<file path="src/sv/rvm_pkg.sv">
package rvm_pkg;

  typedef struct packed {
    logic signed [31:0] rot_x;
    logic signed [31:0] rot_y;
    logic signed [31:0] rot_z;
  } in_t;

  typedef struct packed {
    logic signed [31:0] m00;
    logic signed [31:0] m01;
    logic signed [31:0] m02;
    logic signed [31:0] m10;
    logic signed [31:0] m11;
    logic signed [31:0] m12;
    logic signed [31:0] m20;
    logic signed [31:0] m21;
    logic signed [31:0] m22;
  } out_t;

  // squares, cross products and raw components handed from the front to the back through the queue
  typedef struct packed {
    logic signed [31:0] w0;
    logic signed [31:0] w1;
    logic signed [31:0] w2;
    logic [63:0]        sq0;
    logic [63:0]        sq1;
    logic [63:0]        sq2;
    logic signed [63:0] p01;
    logic signed [63:0] p02;
    logic signed [63:0] p12;
  } qe_t;

  localparam int QD  = 4;
  localparam int QAW = $clog2(QD);

  // pi/4 in q.28, 2*pi and 4*pi for the range reduction, and the octant boundaries
  localparam logic [27:0] P4 = 28'd210828714;
  localparam logic [31:0] M1 = 32'd1686629712;
  localparam logic [31:0] M2 = 32'd3373259424;

  localparam logic [30:0] OCT_BASE [8] = '{
    31'd0, 31'd210828714, 31'd421657428, 31'd632486142,
    31'd843314856, 31'd1054143570, 31'd1264972284, 31'd1475800998
  };

  // taylor coefficients, q.34, index is the power of t
  localparam logic [34:0] SIN_C [7] = '{
    35'd17179869184, 35'd2863311531, 35'd143165577, 35'd3408704,
    35'd47343, 35'd430, 35'd3
  };
  localparam logic [34:0] OMC_C [7] = '{
    35'd8589934592, 35'd715827883, 35'd23860929, 35'd426088,
    35'd4734, 35'd36, 35'd0
  };

endpackage

</file>
<file path="src/sv/rvm_queue.sv">
module rvm_queue
  import rvm_pkg::*;
(
  input  logic clk,
  input  logic rst,
  input  logic wr,
  input  qe_t  wdata,
  output logic full,
  input  logic rd,
  output qe_t  rdata,
  output logic empty
);

  qe_t            mem [QD];
  logic [QAW-1:0] wp;
  logic [QAW-1:0] rp;
  logic [QAW:0]   cnt;
  logic           do_wr;
  logic           do_rd;

  assign full  = cnt == (QAW+1)'(QD);
  assign empty = cnt == '0;
  assign do_wr = wr && !full;
  assign do_rd = rd && !empty;
  assign rdata = mem[rp];

  always_ff @(posedge clk) begin
    if (rst) begin
      wp  <= '0;
      rp  <= '0;
      cnt <= '0;
    end else begin
      if (do_wr) begin
        wp <= wp + 1'b1;
      end
      if (do_rd) begin
        rp <= rp + 1'b1;
      end
      if (do_wr && !do_rd) begin
        cnt <= cnt + 1'b1;
      end else if (do_rd && !do_wr) begin
        cnt <= cnt - 1'b1;
      end
    end
  end

  always_ff @(posedge clk) begin
    if (do_wr) begin
      mem[wp] <= wdata;
    end
  end

endmodule

</file>
<file path="config.mk">
export PLATFORM = sky130hd
export DESIGN_NAME = rvm_queue
export DESIGN_NICKNAME = d
export VERILOG_FILES = /design/src/sv/rvm_pkg.sv /design/src/sv/rvm_queue.sv
export SDC_FILE = /design/constraint.sdc
export NUM_CORES = 1
export LEC_CHECK = 0
export BUFFER_PORTS_ARGS = -buffer_cell sky130_fd_sc_hd__buf_2
export CORE_AREA = 3 3 374 376
export CTS_CLUSTER_SIZE = 14
export DETAILED_ROUTE_END_ITERATION = 12
export DIE_AREA = 0 0 377 379
export PLACE_DENSITY = 0.72
export SYNTH_ARGS = -nofsm -noshare
export SYNTH_HDL_FRONTEND = slang
export SYNTH_SLANG_ARGS = --single-unit
</file>
<file path="constraint.sdc">
create_clock -name clk -period 44.8 [get_ports clk]
set_input_delay 13.44 -clock clk [delete_from_list [all_inputs] [get_ports clk]]
set_output_delay 13.44 -clock clk [all_outputs]
set_load 0.02 [all_outputs]
</file>
## Word level (Yosys, flattened, before mapping)

Memory sizes are Yosys's and may differ from the RTL's. A register that Yosys moved wholly into a read port is not among the register bits.
Index checks and enable logic that the tools add are counted.

- Bits in registers: 7
- Word-level logic and storage cells: 25
- Bits in read-only memories: 0
- Bits in latches: 0
- Input port bits: 484
- Memories: 1
- Bits in writable memories: 1920
- Output and inout port bits: 482

Memories:

| name | words | bits a word | read ports | clocked after Yosys merged registers in | write ports | line | text |
|---|---|---|---|---|---|---|---|
| mem | 4 | 480 | 1 | 1 | 1 | rvm_queue.sv:14 | `qe_t mem [QD];` |

- Multiplexer cells: 6
- Eq/ne operators: 1
- Add/subtract/negate cells: 4
- Div/mod/pow operators: 0
- Reduce and logical (&&, ||, !) cells: 10
- Shift-type cells: 0
- Multipliers: 0
- Order comparisons: 0
- Bitwise logic cells: 0

Operators by type and width:

| kind | count |
|---|---|
| 3-bit two-way mux | 2 |
| 2-bit by 1-bit adder with 2-bit output (second input constant) | 2 |
| 1-bit logical AND | 4 |
| 1-bit zero test | 4 |
| 2-bit two-way mux | 2 |
| 3-bit by 1-bit adder with 3-bit output (second input constant) | 1 |
| 3-bit equality test (second input constant) | 1 |
| 3-bit zero test | 1 |
| 3-bit by 1-bit subtractor with 3-bit output (second input constant) | 1 |
| 1-bit two-way mux | 2 |
| 2-bit nonzero test | 1 |

## Logic depth before layout (Yosys ltp)

- Word-level depth: 7
- Gate-level depth with buffers: 8
- Depth with buffers taken out: 8

## Least setup slack after synthesis

OpenSTA, ideal clock, no wires.

- Kind: input to register
- From: input port wr
- To: memory mem[0][0] (netlist bit) (enable)
- Slack: 19.288 ns
- Setup time: 0.907 ns
- Data arrival time: 24.605 ns
- Stages: 3
- Data required time: 43.893 ns
- Path through: inv_1 > nor2_1 > and2_1

- Longest elaborated chain between the ends: 3

Ends and longest elaborated chain:

| what | line | text |
|---|---|---|
| from (decl) | rvm_queue.sv:6 | `input logic wr,` |
| 1-bit logical AND | rvm_queue.sv:23 | `assign do_wr = wr && !full;` |
| net do_wr | rvm_queue.sv:18 | `logic do_wr;` |
| 1-bit two-way mux | rvm_queue.sv:48 | `if (do_wr) begin` |
| 1-bit two-way mux (not written as such) | rvm_queue.sv:49 | `mem[wp] <= wdata;` |
| to (decl) | rvm_queue.sv:14 |  |

The timed path passes the listed nets, and every way through them passes these cells.

==> results.txt <==
WS Path Type - reg2out
GPL Wtd Cong - 0.790
htree depth - 4
initial antenna violation count - 96
HP Start - rp[1]
R2R Setup Slk - 39.69 ns
fin crit period - 19.16 ns
final hold viol count - 0
Max-slew headroom - 0.237
Startpoint Class - flop
clk root buf - clkbuf_16
drt initial violations - 2699
final slew viol count - 0
Vias/cell - 5.71
Die ar. - 143000 um^2
P per Cell Area - 60.1 nW/um^2
clk buf depth - 3
CTS tree - done
post-synthesis sequential area ratio - 0.831
most frequent CP cell - buf_4
cell family with most CP delay - buffers and inverters
Routed Antenna Nets - 0
critical-path maximum fanout - 45
Syn Std Cell Area - 69600 um^2
Die W - 377 um
cells on worst reg2reg path - 7
number of port buffers - 965
Levels on crit path - 6
Die H - 379 um
grt ovf - 0
post-synthesis cell count - 2555
WL/cell - 27.7 um
Setup Skew - 0.0215 ns
Layout area overhead - 18.2%
Avg Inst Size Synth - 27.2 um^2
Worst Path Buf+Inv - 5
vias in the first global route - 33100
CP endpoint kind - output pin
hold_ws - 0.524 ns
final instance area - 82300 um^2
Top FF cell, synth - edfxtp_1
Async S/R FF share, synth - 0
Ys Warns - 0
Setup Viol. Count Final - 0
DRT Pass-1 Iters - 5
clock-pin transition on the worst setup and hold timing paths - 0.06 ns
DP Area - 76400 um^2
largest cells by area after synthesis - edfxtp_1, mux4_2, buf_6
final worst slack - 25.64 ns
data required time of the worst path - 31.36 ns
final wirelength - 156 mm
max_cap viols - 0
CP cell instances - buf_4 > buf_4 > buf_4 > buf_4 > mux4_2 > buf_2
Worst setup endpoint - rdata[445]
r2r endpoint - mem[2][126]
outcome - complete, no violations
CP max stage delay - 0.84 ns
Yosys reg bits - 1929
post-CTS setup buffer count - 0
Tightest Hold Check Type - reg2reg
VDD IR max - 0.0000532 V
worst r2r src - cnt[0]
area fraction of the dominant cell type after synthesis - 0.828
Starting Density - 0.508
post-CTS resize count - 0
hold buffers post-CTS - 0
Synth area leader - edfxtp_1
RSZ-0062 raised after global routing - no
Synth top cells by count - edfxtp_1, mux4_2, buf_2
Row Count - 136
period utilization - 0.428
DRC - 0
most common cell in the netlist - edfxtp_1
cell leakage power - 27.2 nW
Inserted Clock Buffers - 186
pre-CTS setup slack - 26.19 ns
via count - 32200
Post-synth EDFFs - 1920
boundary pin count - 966
critical path arrival - 5.72 ns
maximum clock frequency - 52.2 MHz
largest net degree at the start of global routing - 156
Final nets - 4132
Post-Synthesis Net Count - 3045
Yosys cell types - 23
post-DP HPWL - 99.4 mm
Core ar. - 137000 um^2
setup TNS - 0 ns
global-route wire length before repair - 225 mm
fraction of layout cells with a size suffix above 1 - 0.458
Worst-Margin Slew - 1.14 ns
clock latency on the worst-skew pair - 0.79 ns
CTS sink count - 1929
GRT Util Overall - 0.216
critical path's slowest cell - dfxtp_4
[sequential cells by signal, summed over array words and instances, names as in the netlist, named ones only]
signal	flops
rp	2
cnt	3
wp	2
mem	1920
[worst reg2reg max path: cells and delay by family (launching register included)]
kind | cells | cell delay (ns)
flip-flops | 1 | 0.47
AND/OR/NAND/NOR | 3 | 1.24
buffers and inverters | 4 | 3.01
[cells in the final DEF (no fill, tap or decap)]
cell type,count
dfxtp_1,7
clkbuf_16,189
clkbuf_1,39
o31ai_1,1
o311ai_0,1
inv_6,3
and2_4,4
edfxtp_1,1920
mux4_2,480
bufinv_16,14
inv_1,4
nand2b_1,2
a21oi_1,2
buf_2,965
o21ai_0,2
inv_16,4
or3_1,2
xor2_1,4
buf_12,5
nor3b_1,1
nor2_1,6
fa_1,1
mux2i_1,2
diode_2,60
clkinv_1,51
nor3_1,1
dfxtp_4,2
clkinvlp_4,4
buf_4,37
clkinv_2,29
ha_1,5
[stage by stage]
step | instances | total power, mW | util
finish | 5641 | 4.95 | 0.600
global route | 5613 | 5.13 | 0.600
CTS | 5581 | 5.00 | 0.599
detailed placement | 5248 | 3.51 | 0.557
global placement | 5248 | 3.50 | 0.557
floorplan | 2555 | 3.17 | -
[logic make-up after synthesis]
family | Yosys count | synth area share
AO/OA/AOI/OAI | 6 | 0.000521
flip-flops | 1929 | 0.831
buffers and inverters | 112 | 0.0101
AND/OR/NAND/NOR | 16 | 0.00122
multiplexers | 482 | 0.156
XOR/XNOR | 4 | 0.000503
adder cells (fa/ha/maj) | 6 | 0.00119
[worst min path at each step]
stage	cells after the start	to	slack, ns
finish	2	rp[1]	0.52
global route	2	rp[1]	0.56
CTS	2	wp[0]	0.53
detailed placement	2	flop	0.52
global placement	2	flop	0.50
floorplan	2	wp[1]	0.48
[cell type report]
cell class | count | area, um^2
flip-flops and latches | 1929 | 57800
fillers | 9382 | 54800
multi-input cells | 514 | 11100
repair buffers | 1007 | 5210
clock buffers | 228 | 4880
well taps | 1794 | 2240
clock inverters | 105 | 893
diodes | 60 | 150
inverters | 4 | 15.0
[metal layers]
metal	vias up	track usage	share of wire
met1	16900	0.272	0.36
met4	60	0.0897	0.039
met5	-	0	0.0025
li1	13400	-	-
met3	372	0.0802	0.10
met2	1434	0.341	0.49
[power breakdown]
part | switching [mW] | leakage, nW | internal, mW
Combinational | 0.760 | 6.69 | 0.483
Clock | 0.635 | 2.82 | 0.851
Sequential | 0.0485 | 17.7 | 2.17
(Power assumes the default switching activity.)
